===== config.mk =====
export PLATFORM = sky130hd
export DESIGN_NAME = event_stream_message_deframer_top
export DESIGN_NICKNAME = d
export VERILOG_FILES = /design/src/esmd_pkg.sv /design/src/esmd_front.sv /design/src/esmd_queue.sv /design/src/event_stream_message_deframer_top.sv
export SDC_FILE = /design/constraint.sdc
export NUM_CORES = 1
export LEC_CHECK = 0
export BUFFER_PORTS_ARGS = -buffer_cell sky130_fd_sc_hd__buf_2
export CORE_AREA = 2 2 243 245
export CTS_BUF_LIST = sky130_fd_sc_hd__clkbuf_8 sky130_fd_sc_hd__clkbuf_16
export DETAILED_ROUTE_END_ITERATION = 12
export DIE_AREA = 0 0 245 247
export PLACE_DENSITY = 0.66
export RECOVER_POWER = 100
export SYNTH_ARGS = -nofsm -noshare
export SYNTH_HDL_FRONTEND = slang
export SYNTH_HIERARCHICAL = 1
export SYNTH_SLANG_ARGS = --single-unit

===== constraint.sdc =====
create_clock -name clk -period 7.9 [get_ports clk]
set_clock_uncertainty 0.2 [all_clocks]
set_input_delay 1.58 -clock clk [delete_from_list [all_inputs] [get_ports clk]]
set_output_delay 1.58 -clock clk [all_outputs]
set_load 0.005 [all_outputs]

===== src/esmd_pkg.sv =====
`timescale 1ns / 1ps
package esmd_pkg;

  localparam int unsigned QueueDepth = 4;

  typedef enum logic [3:0] {
    ST_OK        = 4'd0,
    ST_END       = 4'd1,
    ST_PCRC      = 4'd2,
    ST_MCRC      = 4'd3,
    ST_SHORT     = 4'd4,
    ST_HLEN      = 4'd5,
    ST_VTYPE     = 4'd6,
    ST_NO_MT     = 4'd7,
    ST_UNK_MT    = 4'd8,
    ST_UNK_EV    = 4'd9,
    ST_SRV_ERR   = 4'd10,
    ST_TRUNC     = 4'd11
  } status_t;

  typedef struct packed {
    logic       kind;
    logic [7:0] pbyte;
    logic [1:0] ek;
    logic       lp;
    logic [3:0] status;
    logic       done;
  } result_t;

  function automatic logic [31:0] crc_byte(input logic [31:0] c_in, input logic [7:0] b);
    logic [31:0] c;
    c = c_in ^ {24'd0, b};
    for (int k = 0; k < 8; k++) begin
      c = (c >> 1) ^ (32'hEDB88320 & {32{c[0]}});
    end
    return c;
  endfunction

  function automatic logic [7:0] name_mt_chr(input logic [3:0] i);
    logic [7:0] r;
    case (i)
      4'd0: r = ":";  4'd1: r = "m";  4'd2: r = "e";  4'd3: r = "s";
      4'd4: r = "s";  4'd5: r = "a";  4'd6: r = "g";  4'd7: r = "e";
      4'd8: r = "-";  4'd9: r = "t";  4'd10: r = "y"; 4'd11: r = "p";
      4'd12: r = "e";
      default: r = 8'd0;
    endcase
    return r;
  endfunction

  function automatic logic [7:0] name_et_chr(input logic [3:0] i);
    logic [7:0] r;
    case (i)
      4'd0: r = ":";  4'd1: r = "e";  4'd2: r = "v";  4'd3: r = "e";
      4'd4: r = "n";  4'd5: r = "t";  4'd6: r = "-";  4'd7: r = "t";
      4'd8: r = "y";  4'd9: r = "p";  4'd10: r = "e";
      default: r = 8'd0;
    endcase
    return r;
  endfunction

  function automatic logic [7:0] val_chr(input logic [2:0] v, input logic [2:0] i);
    logic [63:0] s;
    case (v)
      3'd0: s = {"event", 24'd0};
      3'd1: s = {"error", 24'd0};
      3'd2: s = {"Records", 8'd0};
      3'd3: s = "Progress";
      3'd4: s = {"Stats", 24'd0};
      3'd5: s = {"Cont", 32'd0};
      3'd6: s = {"End", 40'd0};
      default: s = 64'd0;
    endcase
    return s[63 - 8*i -: 8];
  endfunction

  function automatic logic [3:0] val_len(input logic [2:0] v);
    logic [3:0] r;
    case (v)
      3'd0, 3'd1, 3'd4: r = 4'd5;
      3'd2: r = 4'd7;
      3'd3: r = 4'd8;
      3'd5: r = 4'd4;
      3'd6: r = 4'd3;
      default: r = 4'd0;
    endcase
    return r;
  endfunction

endpackage


===== src/esmd_front.sv =====
`timescale 1ns / 1ps
module esmd_front
  import esmd_pkg::*;
(
  input  logic       clk,
  input  logic       rst_n,
  input  logic       in_valid,
  output logic       in_ready,
  input  logic [7:0] in_data_byte,
  input  logic       in_body_end,
  output logic       res_valid,
  input  logic       res_ready,
  output result_t    res_data
);

  typedef enum logic [4:0] {
    PH_PRELUDE = 5'b00001,
    PH_HEADERS = 5'b00010,
    PH_PAYLOAD = 5'b00100,
    PH_MCRC    = 5'b01000,
    PH_DRAIN   = 5'b10000
  } phase_t;

  typedef enum logic [5:0] {
    SUB_NLEN = 6'b000001,
    SUB_NAME = 6'b000010,
    SUB_TYPE = 6'b000100,
    SUB_VLHI = 6'b001000,
    SUB_VLLO = 6'b010000,
    SUB_VAL  = 6'b100000
  } hsub_t;

  phase_t      phase_r, phase_nxt;
  logic [31:0] off_r, off_nxt;
  logic [31:0] total_r, total_nxt;
  logic [31:0] hlen_r, hlen_nxt;
  logic [31:0] pcrc_r, pcrc_nxt;
  logic [31:0] mcrc_r, mcrc_nxt;
  logic [31:0] ws_r, ws_nxt;
  hsub_t       sub_r, sub_nxt;
  logic [15:0] fc_r, fc_nxt;
  logic [10:0] mf_r, mf_nxt;
  logic [1:0]  mt_r, mt_nxt;
  logic [2:0]  et_r, et_nxt;
  logic        emit;
  result_t     res;
  logic        fire;

  assign in_ready  = res_ready;
  assign fire      = in_valid && in_ready;
  assign res_valid = fire && emit;
  assign res_data  = res;

  always_comb begin
    logic [7:0]  b;
    logic        fatal, msgend, hst_v;
    logic [3:0]  hst;
    logic [10:0] oldf;
    logic [15:0] fcn;
    logic [31:0] wsv;
    b = in_data_byte;
    phase_nxt = phase_r; off_nxt = off_r; total_nxt = total_r; hlen_nxt = hlen_r;
    pcrc_nxt = pcrc_r; mcrc_nxt = mcrc_r; ws_nxt = ws_r; sub_nxt = sub_r;
    fc_nxt = fc_r; mf_nxt = mf_r; mt_nxt = mt_r; et_nxt = et_r;
    emit = 1'b0; res = '0; fatal = 1'b0; msgend = 1'b0; hst_v = 1'b0; hst = ST_OK;
    oldf = '0; fcn = '0; wsv = '0;
    if (phase_r == PH_DRAIN) begin
      if (in_body_end) begin
        phase_nxt = PH_PRELUDE; off_nxt = '0; pcrc_nxt = '1; mcrc_nxt = '1; ws_nxt = '0;
        total_nxt = '0; hlen_nxt = '0; sub_nxt = SUB_NLEN; fc_nxt = '0; mf_nxt = '0;
        mt_nxt = '0; et_nxt = '0;
      end
    end else begin
      if (phase_r != PH_MCRC) mcrc_nxt = crc_byte(mcrc_r, b);
      case (phase_r)
        PH_PRELUDE: begin
          if (off_r < 32'd8) pcrc_nxt = crc_byte(pcrc_r, b);
          ws_nxt = {ws_r[23:0], b};
          if (off_r == 32'd3) begin
            total_nxt = ws_nxt;
            if (ws_nxt < 32'd56) begin
              emit = 1'b1; res.kind = 1'b1; res.status = ST_SHORT; fatal = 1'b1;
            end
          end else if (off_r == 32'd7) begin
            hlen_nxt = ws_nxt;
            if (ws_nxt < 32'd40 || ws_nxt > total_r - 32'd16) begin
              emit = 1'b1; res.kind = 1'b1; res.status = ST_HLEN; fatal = 1'b1;
            end
          end else if (off_r == 32'd11) begin
            if (ws_nxt != ~pcrc_r) begin
              emit = 1'b1; res.kind = 1'b1; res.status = ST_PCRC; fatal = 1'b1;
            end else begin
              phase_nxt = PH_HEADERS; sub_nxt = SUB_NLEN; fc_nxt = '0; mf_nxt = '0;
              mt_nxt = '0; et_nxt = '0;
            end
          end
        end
        PH_HEADERS: begin
          case (sub_r)
            SUB_NLEN: begin
              ws_nxt = {24'd0, b}; fc_nxt = '0; mf_nxt = '0;
              mf_nxt[0] = (b == 8'd13);
              mf_nxt[1] = (b == 8'd11);
              sub_nxt = (b != 8'd0) ? SUB_NAME : SUB_TYPE;
            end
            SUB_NAME: begin
              if (mf_r[0] && fc_r < 16'd13 && b != name_mt_chr(fc_r[3:0])) mf_nxt[0] = 1'b0;
              if (mf_r[1] && fc_r < 16'd11 && b != name_et_chr(fc_r[3:0])) mf_nxt[1] = 1'b0;
              fcn = fc_r + 16'd1;
              fc_nxt = fcn;
              if ({16'd0, fcn} >= ws_r) sub_nxt = SUB_TYPE;
            end
            SUB_TYPE: begin
              if (b != 8'd7) begin
                hst_v = 1'b1; hst = ST_VTYPE;
              end else sub_nxt = SUB_VLHI;
            end
            SUB_VLHI: begin
              ws_nxt = {24'd0, b}; sub_nxt = SUB_VLLO;
            end
            default: begin
              if (sub_r == SUB_VLLO) begin
                wsv = {16'd0, ws_r[7:0], b};
                ws_nxt = wsv; fc_nxt = '0; oldf = mf_r; mf_nxt = '0;
                if (oldf[0] && mt_r == 2'd0) begin
                  mf_nxt[2] = 1'b1;
                  for (int v = 0; v < 2; v++)
                    if (wsv == {28'd0, val_len(3'(v))}) mf_nxt[4+v] = 1'b1;
                end
                if (oldf[1] && et_r == 3'd0) begin
                  mf_nxt[3] = 1'b1;
                  for (int v = 2; v < 7; v++)
                    if (wsv == {28'd0, val_len(3'(v))}) mf_nxt[4+v] = 1'b1;
                end
                sub_nxt = SUB_VAL;
              end else begin
                wsv = ws_r;
                mf_nxt = mf_r;
                for (int v = 0; v < 7; v++)
                  if (mf_r[4+v] && (fc_r >= {12'd0, val_len(3'(v))} ||
                      b != val_chr(3'(v), fc_r[2:0])))
                    mf_nxt[4+v] = 1'b0;
                fcn = fc_r + 16'd1;
                fc_nxt = fcn;
              end
              if ((sub_r == SUB_VLLO && wsv == 32'd0) ||
                  (sub_r != SUB_VLLO && {16'd0, fcn} >= wsv)) begin
                if (mf_nxt[2]) begin
                  mt_nxt = 2'd3;
                  if (mf_nxt[4]) mt_nxt = 2'd1;
                  else if (mf_nxt[5]) mt_nxt = 2'd2;
                end
                if (mf_nxt[3]) begin
                  et_nxt = 3'd6;
                  for (int v = 6; v >= 2; v--)
                    if (mf_nxt[4+v]) et_nxt = 3'(v - 1);
                end
                mf_nxt = '0; sub_nxt = SUB_NLEN;
              end
            end
          endcase
          if (hst_v) begin
            emit = 1'b1; res.kind = 1'b1; res.status = hst; fatal = 1'b1;
          end else if (off_r == 32'd11 + hlen_r) begin
            hst_v = 1'b1;
            if (sub_nxt != SUB_NLEN) hst = ST_HLEN;
            else if (mt_nxt == 2'd0) hst = ST_NO_MT;
            else if (mt_nxt == 2'd3) hst = ST_UNK_MT;
            else if (mt_nxt == 2'd2) hst = ST_SRV_ERR;
            else if (et_nxt == 3'd0 || et_nxt == 3'd6) hst = ST_UNK_EV;
            else hst_v = 1'b0;
            if (hst_v) begin
              emit = 1'b1; res.kind = 1'b1; res.status = hst; fatal = 1'b1;
            end else phase_nxt = (total_r - hlen_r - 32'd16 != 32'd0) ? PH_PAYLOAD : PH_MCRC;
          end
        end
        PH_PAYLOAD: begin
          if (et_r >= 3'd1 && et_r <= 3'd3) begin
            emit = 1'b1; res.pbyte = b; res.ek = 2'(et_r - 3'd1);
            res.lp = (off_r == total_r - 32'd5);
          end
          if (off_r == total_r - 32'd5) phase_nxt = PH_MCRC;
        end
        default: begin
          ws_nxt = {ws_r[23:0], b};
          if (off_r == total_r - 32'd1) begin
            emit = 1'b1; res.kind = 1'b1;
            if (ws_nxt != ~mcrc_r) begin
              res.status = ST_MCRC; fatal = 1'b1;
            end else if (et_r == 3'd5) begin
              res.status = ST_END; fatal = 1'b1;
            end else begin
              res.status = ST_OK; msgend = 1'b1;
            end
          end
        end
      endcase
      if (in_body_end) begin
        if (!(emit && res.kind)) begin
          res = '0; res.kind = 1'b1; res.status = ST_TRUNC;
        end
        emit = 1'b1; res.done = 1'b1;
        phase_nxt = PH_PRELUDE; off_nxt = '0; pcrc_nxt = '1; mcrc_nxt = '1; ws_nxt = '0;
        total_nxt = '0; hlen_nxt = '0; sub_nxt = SUB_NLEN; fc_nxt = '0; mf_nxt = '0;
        mt_nxt = '0; et_nxt = '0;
      end else if (fatal) begin
        res.done = 1'b1; phase_nxt = PH_DRAIN;
      end else if (msgend) begin
        phase_nxt = PH_PRELUDE; off_nxt = '0; pcrc_nxt = '1; mcrc_nxt = '1; ws_nxt = '0;
      end else begin
        off_nxt = off_r + 32'd1;
      end
    end
  end

  always_ff @(posedge clk) begin
    if (!rst_n) begin
      phase_r <= PH_PRELUDE; off_r <= '0; total_r <= '0; hlen_r <= '0;
      pcrc_r <= '1; mcrc_r <= '1; ws_r <= '0; sub_r <= SUB_NLEN;
      fc_r <= '0; mf_r <= '0; mt_r <= '0; et_r <= '0;
    end else if (fire) begin
      phase_r <= phase_nxt; off_r <= off_nxt; total_r <= total_nxt; hlen_r <= hlen_nxt;
      pcrc_r <= pcrc_nxt; mcrc_r <= mcrc_nxt; ws_r <= ws_nxt; sub_r <= sub_nxt;
      fc_r <= fc_nxt; mf_r <= mf_nxt; mt_r <= mt_nxt; et_r <= et_nxt;
    end
  end

endmodule


===== src/esmd_queue.sv =====
`timescale 1ns / 1ps
module esmd_queue
  import esmd_pkg::*;
#(
  parameter int unsigned DEPTH = QueueDepth
) (
  input  logic    clk,
  input  logic    rst_n,
  input  logic    wr_valid,
  output logic    wr_ready,
  input  result_t wr_data,
  output logic    rd_valid,
  input  logic    rd_ready,
  output result_t rd_data
);

  localparam int unsigned AW = (DEPTH > 1) ? $clog2(DEPTH) : 1;

  result_t       mem_r [DEPTH];
  logic [AW-1:0] wp_r, rp_r;
  logic [AW:0]   cnt_r;
  logic          wr, rd;

  assign wr_ready = (cnt_r != (AW+1)'(DEPTH));
  assign rd_valid = (cnt_r != '0);
  assign rd_data  = mem_r[rp_r];
  assign wr = wr_valid && wr_ready;
  assign rd = rd_valid && rd_ready;

  always_ff @(posedge clk) begin
    if (wr) mem_r[wp_r] <= wr_data;
  end

  always_ff @(posedge clk) begin
    if (!rst_n) begin
      wp_r <= '0; rp_r <= '0; cnt_r <= '0;
    end else begin
      if (wr) wp_r <= (wp_r == AW'(DEPTH - 1)) ? '0 : wp_r + AW'(1);
      if (rd) rp_r <= (rp_r == AW'(DEPTH - 1)) ? '0 : rp_r + AW'(1);
      cnt_r <= cnt_r + (AW+1)'(wr) - (AW+1)'(rd);
    end
  end

endmodule


===== src/event_stream_message_deframer_top.sv =====
`timescale 1ns / 1ps
// Channel  Ports                                              Direction
// in       in_valid in_ready in_data_byte in_body_end          sink
// out      out_valid out_ready out_item_kind out_payload_byte  source
//          out_event_kind out_last_payload out_status_code out_body_done
// One byte per cycle while the queue has room; the per-byte CRC and parse step of the front decoder sets it.
// A result is written into a DEPTH-entry queue as its byte is taken, and reaches out from the queue head.
// in_ready drops only while that queue is full; out stalls never lose a beat.
// rst_n is synchronous; after reset the block waits for the first prelude byte.
module event_stream_message_deframer_top
  import esmd_pkg::*;
#(
  parameter int unsigned DEPTH = QueueDepth
) (
  input  logic       clk,
  input  logic       rst_n,
  input  logic       in_valid,
  output logic       in_ready,
  input  logic [7:0] in_data_byte,
  input  logic       in_body_end,
  output logic       out_valid,
  input  logic       out_ready,
  output logic       out_item_kind,
  output logic [7:0] out_payload_byte,
  output logic [1:0] out_event_kind,
  output logic       out_last_payload,
  output logic [3:0] out_status_code,
  output logic       out_body_done
);

  logic    res_valid, res_ready;
  result_t res_data, q_data;

  esmd_front u_front (
    .clk, .rst_n, .in_valid, .in_ready, .in_data_byte, .in_body_end,
    .res_valid, .res_ready, .res_data
  );

  esmd_queue #(.DEPTH(DEPTH)) u_queue (
    .clk, .rst_n, .wr_valid(res_valid), .wr_ready(res_ready), .wr_data(res_data),
    .rd_valid(out_valid), .rd_ready(out_ready), .rd_data(q_data)
  );

  assign out_item_kind    = q_data.kind;
  assign out_payload_byte = q_data.pbyte;
  assign out_event_kind   = q_data.ek;
  assign out_last_payload = q_data.lp;
  assign out_status_code  = q_data.status;
  assign out_body_done    = q_data.done;

`ifndef SYNTHESIS
  a_out_hold: assert property (@(posedge clk) disable iff (!rst_n)
    out_valid && !out_ready |=> out_valid && $stable(q_data))
    else $error("out beat changed while stalled");
  a_payload_clean: assert property (@(posedge clk) disable iff (!rst_n)
    out_valid && !out_item_kind |-> !out_body_done && out_status_code == ST_OK)
    else $error("payload beat carries status");
  a_status_clean: assert property (@(posedge clk) disable iff (!rst_n)
    out_valid && out_item_kind |-> out_payload_byte == 8'd0 && !out_last_payload)
    else $error("status beat carries payload");
`endif

endmodule

Word-level counts from Yosys, hierarchy flattened
Memory sizes are Yosys's and may differ from the RTL's. A register that Yosys moved wholly into a read port is not among the register bits.
Cells that the tools add are included.

operators by class
  muxes and demuxes = 308
  add/subtract/negate cells = 14
  bitwise logic cells = 20
  shift-type cells = 7
  reductions and logical operators = 60
  eq/ne operators = 65
  order comparisons = 15

operators by type and width
  kind                   count
  $mux 64                28
  $mux 32                34
  $xor 31x32->32         16
  $shiftx 71x33->8       7
  $mux 4                 69
  $mux 16                12
  $mux 11                14
  $pmux 32 s2            2
  $eq 16x4->1            6
  $eq 32x32->1           3
  $ge 16x4->1            5
  $mux 6                 13
  $ne 8x8->1             9
  $mux 5                 14
  $ge 16x32->1           2
  $lt 32x6->1 const B    2
  $ne 32x32->1           2
  $not 32->32            2
  $sub 32x5->32 const B  2
  $xor 32x8->32          2
  $mux 1                 60
  $mux 3                 19
  $mux 8                 6
  $pmux 16 s3            1
  76 further kinds       159

word-level totals
  logic and storage cells = 509
  memories kept = 3
  ROM bits = 224
  RAM bits = 68
  flip-flop bits (word level) = 242

memories
  memory           words  width  read ports  clocked after memory_dff  wr ports  line              RTL
  (no name shown)  16     7      1           1                         0         esmd_pkg.sv:41    case (i)
  (no name shown)  16     7      1           1                         0         esmd_pkg.sv:53    case (i)
  u_queue.mem_r    4      17     1           1                         1         esmd_queue.sv:19  result_t mem_r [DEPTH];

Longest topological paths before layout
  depth after elaboration = 46
  depth in mapped cells = 32
  mapped depth without buffers = 28

By module
The synthesis kept the hierarchy.

by module, submodules not included
  module      instances  area an instance (um^2)  seq. area each (um^2)  cells an instance
  esmd_front  1          22898.2                  4984.8                 3037
  esmd_queue  1          2940.3                   2222.1                 142

Least setup slack after synthesis
No wires, ideal clock.

  path type = input port to flip-flop
  start = input in_data_byte[3]
  end = register u_queue.cnt_r[2]
  data arrival time = 6635 ps
  slack = 950 ps
  path buffers = 3
  data required time = 7585 ps
  setup time = 115 ps
  cell stages on the path = 25
  cell sequence = clkbuf_1 > clkbuf_1 > buf_1 > a21oi_1 > ha_1 > nor2_1 > nor3_1 > a21oi_1 > o221ai_1 > nand3_1 > or4_1 > and4b_1 > a211oi_1 > or4bb_4 > nor2_1 > a211oi_1 > and2_4 > inv_1 > ha_1 > inv_1 > ha_1 > fa_1 > xnor2_1 > xnor2_1 > and2_1

between the ends
  longest elaborated chain between the ends = 40
  elaborated cells between the ends (all ways) = 122
  those cells by class = add/sub (2); order compare (4); eq/ne (19); mux (72); reduce/logical (25)

ends and longest elaborated chain
  item                    line                                     RTL
  start: declaration      event_stream_message_deframer_top.sv:19  input logic [7:0] in_data_byte,
  $ne 8x8->1              esmd_front.sv:141                        b != val_chr(3'(v), fc_r[2:0])))
  $logic_or 1x1->1        esmd_front.sv:140                        if (mf_r[4+v] && (fc_r >= {12'd0, val_len(3'(v))} ||
  $logic_and 1x1->1       esmd_front.sv:140
  $mux 1                  esmd_front.sv:140
  $mux 11                 esmd_front.sv:122                        if (sub_r == SUB_VLLO) begin
  $mux 11                 esmd_front.sv:99                         case (sub_r)
  $mux 11                 esmd_front.sv:75                         case (phase_r)
  $mux 11                 esmd_front.sv:67                         if (phase_r == PH_DRAIN) begin
  (+25 left out)          n/a
  $mux 1 (*)              esmd_front.sv:67
  $mux 1 (*)              esmd_front.sv:198                        if (in_body_end) begin
  $mux 1 (*)              esmd_front.sv:67
  $logic_and 1x1->1 (*)   esmd_front.sv:51                         assign res_valid = fire && emit;
  net res_valid           event_stream_message_deframer_top.sv:31  logic res_valid, res_ready;
  $logic_and 1x1->1 (*)   esmd_queue.sv:27                         assign wr = wr_valid && wr_ready;
  $add 3x1->3 (*)         esmd_queue.sv:40                         cnt_r <= cnt_r + (AW+1)'(wr) - (AW+1)'(rd);
  $sub 3x1->3 (*)         esmd_queue.sv:40
  end signal: assignment  esmd_queue.sv:40
  end: declaration        esmd_queue.sv:21                         logic [AW:0] cnt_r;

The timed path passes the listed nets; every way through them passes the cells marked *. The select of a mux whose other input is x is not followed.
A chain may end at the register's enable or synchronous reset.

Final worst setup path
  start = register u_front.fc_r[1]
  end = register u_queue.cnt_r[2]

between the ends
  longest elaborated chain between the ends = 42
  elaborated cells between the ends (all ways) = 103
  those cells by class = add/sub (4); order compare (7); eq/ne (11); shift (7); mux (53); reduce/logical (21)

ends and longest elaborated chain
  item                      line                                     RTL
  start: declaration        esmd_front.sv:41                         logic [15:0] fc_r, fc_nxt;
  start signal: assignment  esmd_front.sv:224                        fc_r <= fc_nxt; mf_r <= mf_nxt; mt_r <= mt_nxt; et_r <= et_nxt;
  $sub 6x6->7               esmd_pkg.sv:74                           return s[63 - 8*i -: 8];
  $shiftx 71x33->8          esmd_pkg.sv:74
  $ne 8x8->1                esmd_front.sv:141
  $logic_or 1x1->1          esmd_front.sv:140
  $logic_and 1x1->1         esmd_front.sv:140
  $mux 1                    esmd_front.sv:140
  $mux 11                   esmd_front.sv:122
  $mux 11                   esmd_front.sv:99
  (+27 left out)            n/a
  $mux 1 (*)                esmd_front.sv:67
  $mux 1 (*)                esmd_front.sv:198
  $mux 1 (*)                esmd_front.sv:67
  $logic_and 1x1->1 (*)     esmd_front.sv:51
  net res_valid             event_stream_message_deframer_top.sv:31
  $logic_and 1x1->1 (*)     esmd_queue.sv:27
  $add 3x1->3 (*)           esmd_queue.sv:40
  $sub 3x1->3 (*)           esmd_queue.sv:40

Marked as above.

==> metrics <==
status=complete, but fails checks; failing checks=capacitance limit, slew limit; post-synth top area share=20.0%; post-synthesis register bit count=326; Synth Warn #=6; EDFF count, synth=68; Initial Utilization=44.4%; post-route DRC violation count=0; DIE WIDTH=245 um; register area=7210 um2; launch point of the worst reg-to-reg path=u_front/fc_r[1]; Filler Cells Inserted=5650; Rel. slew slack=-27.3%; TNS Setup=0 ps; largest net degree at the start of global routing=102; RSZ-0062 raised after global routing=false; row count=89; Reg-to-Reg End=u_queue/cnt_r[2]; most common cell after layout, fill and taps aside=nand2_1; die height=247 um; Worst EP arrival=7620 ps; Post-synth ARST share=0%; postcts setup bufs=0; Core Area=58200 um2; drt via density=6.11; Max-cap violations=6; multiplexer area fraction after synthesis=2.58%; total die area=60500 um2; Worst Min Path Start=u_front/mf_r[5]; worst stage delay on the critical path=610 ps; Area contributors post-synth=dfxtp_1 20%, xnor2_1 8.9%, edfxtp_1 7.9%; simple-gate portion of the synthesized area=24.1%; Syn Nets=3354; most used cell along the critical path=ha_1; post-route non-filler standard cell count=3891; Setup crit end kind=flop; CP max FO=13; GRT Util Overall=26.7%; type of the worst min-delay path=reg -> reg; Slew Limit Fails=188; fin nets=3262; clock sink total=326; clk slew on worst S/H paths=60 ps; share of cells above drive strength 1=6.38%; hold depth=2; TritonRoute pass-1 iters=6; initial antenna violation count=0; H-Tree Depth=2; I/O Pins=32; Tcrit/Tclk final=93.1%; post-layout min period=7360 ps; Final Worst Setup Slack=545 ps; FMAX=136 MHz; Port Buffers=31; worst vdd rail ir drop=0.000147 V; Area growth, synth to finish=7.19%; DR iter-0 viols=2793; routability congestion estimate=0.980; Leak=0.0105 uW; biggest area consumer among synthesized cells=dfxtp_1; path depth of the worst reg2reg path=27; WL final=82600 um; Synth Instances=3179; WP data required=8160 ps; CP Class=reg -> reg; synthesized area per cell=8.13 um2; CTS root buf=clkbuf_16; vias=23774; Synth Area in Adders=7.90%; Placed Cells=3819; Final Hold Vio Count=0; Power Dens Cells=209 nW/um2; Final Setup Violations=0; Synth Flop Type=dfxtp_1; Inserted Clock Buffers=39; first-pass GRT wire length=127000 um; largest family of logic cells by synthesized area=simple AND/OR/NAND/NOR gates; post-synthesis cell area=25800 um2; sequential area share after synthesis=27.9%; Post-Synth XOR/XNOR Area=13.3%; Synth Area in Compound Gates=17.7%; WHS Endpoint=u_front/mf_r[5]; CTS tree=built; Least-Margin Pin Slew=1910 ps; Setup WS pre-CTS=513 ps; multi-input logic area=17000 um2; post-route antenna net violation count=0; CP max stage cell=or4_1; clock buffer depth=3; crit start category=flop; internal reg-to-reg setup slack=540 ps; GRT overflow=0; post-DP HPWL=61100 um; number of global-route vias before repair=21477; WL/cell=21.2 um; most frequent cells in the layout=279 x nand2_1, 263 x xnor2_1, 258 x dfxtp_1, 186 x inv_1, 160 x ha_1; Synth cell types=98; ant diodes=0; Worst-Skew Late Latency=580 ps
cells by family (layout without fill, tap and decap cells):
group | Yosys count | count (layout)
compound gates | 683 | 683
mux | 45 | 45
xor+xnor | 390 | 390
fa+ha+maj | 162 | 162
simple gates | 1163 | 1163
flops | 326 | 326
buf+inv | 410 | 349
state kept, by name (all words and copies together) (netlist names), named ones only:
register	count
u_front/total_r	32
u_front/sub_r	6
u_front/mcrc_r	32
u_front/fc_r	16
u_front/phase_r	5
u_queue/cnt_r	3
u_queue/wp_r	2
u_front/pcrc_r	32
u_front/hlen_r	32
u_front/et_r	3
u_front/off_r	32
u_front/mt_r	2
u_front/mf_r	11
u_front/ws_r	32
u_queue/rp_r	2
u_queue/mem_r	68
power breakdown:
part / leakage, uW / switching [uW] / total, uW / internal [uW]
Combinational: 0.00717 / 1130 / 1990 / 856
Clock: 0.000661 / 771 / 1870 / 1100
Sequential: 0.00270 / 125 / 1930 / 1800
routing by layer:
metal / share of wire, % / up-vias / global-route usage [%]
met5: 0 / - / 0
met4: 3.4 / 0 / 9.24
met3: 8.3 / 163 / 3.49
met2: 44 / 1014 / 41.7
met1: 44 / 11341 / 37.7
li1: - / 11256 / -
critical path: cells and delay by family, from the launching register on:
kind	cells	cell delay, ps
compound gates	3	1150
simple gates	14	3130
buf+inv	2	110
fa+ha+maj	5	1570
xor+xnor	3	470
flops	1	590
metrics by stage:
step | util (%) | area, um2 | total power (uW) | hold slack [ps]
after floorplan | - | 25800 | 3470 | 241
after global placement | 45.4 | 26500 | 3930 | 262
after detailed placement | 45.4 | 26500 | 3940 | 268
after CTS | 47.7 | 27800 | 5830 | 274
after global routing | 47.6 | 27700 | 6080 | 306
final | 47.6 | 27700 | 5790 | 271
repair_timing:
| item | CTS | global route |
|---|---|---|
| resized for setup | 0 | 1 |
| setup endpoints to repair | 0 | 1 |
| hold buffers | 0 | 0 |
cells in the mapped netlist (all sizes together), types with 8 or more instances:
| cell type | count |
|---|---|
| a211o | 9 |
| a211oi | 24 |
| a21boi | 46 |
| a21o | 36 |
| a21oi | 146 |
| a221oi | 12 |
| a22oi | 68 |
| a31oi | 17 |
| and2 | 46 |
| and3 | 38 |
| and4 | 10 |
| buf | 71 |
| clkbuf | 154 |
| dfxtp | 258 |
| edfxtp | 68 |
| ha | 160 |
| inv | 183 |
| mux2i | 26 |
| mux4 | 17 |
| nand2 | 279 |
| nand2b | 30 |
| nand3 | 129 |
| nand3b | 8 |
| nand4 | 58 |
| nand4b | 12 |
| nor2 | 155 |
| nor2b | 88 |
| nor3 | 92 |
| nor3b | 17 |
| nor4 | 81 |
| o2111ai | 13 |
| o211ai | 22 |
| o21a | 14 |
| o21ai | 106 |
| o22ai | 72 |
| o31ai | 30 |
| o41ai | 8 |
| or2 | 15 |
| or3 | 35 |
| or4 | 47 |
| xnor2 | 264 |
| xor2 | 125 |
worst max-delay path by stage:
| stage | start | endpoint | slack (ps) | depth (start not counted) |
|---|---|---|---|---|
| 6_report | u_front/fc_r[1] | u_queue/cnt_r[2] | 540 | 27 |
| 3_5_place_dp | u_front/fc_r[1] | u_queue/cnt_r[2] | 510 | 27 |
| 4_1_cts | u_front/fc_r[1] | u_queue/cnt_r[2] | 440 | 27 |
| 5_1_grt | u_front/fc_r[1] | u_queue/cnt_r[2] | 20 | 27 |
| 2_1_floorplan | in_data_byte[3] | u_queue/cnt_r[2] | 950 | 25 |
| 3_3_place_gp | u_front/fc_r[1] | u_queue/cnt_r[2] | 700 | 27 |
area by class of cell:
class                      instances  area share [%]
tap                              773            3.49
multi-input combinational       2443            61.2
timing repair buffer              92            2.01
clock inverter                    30            1.09
inverter                         185            2.51
clock buffer                      42            3.67
sequential                       326            26.0
(Power assumes the default switching activity.)
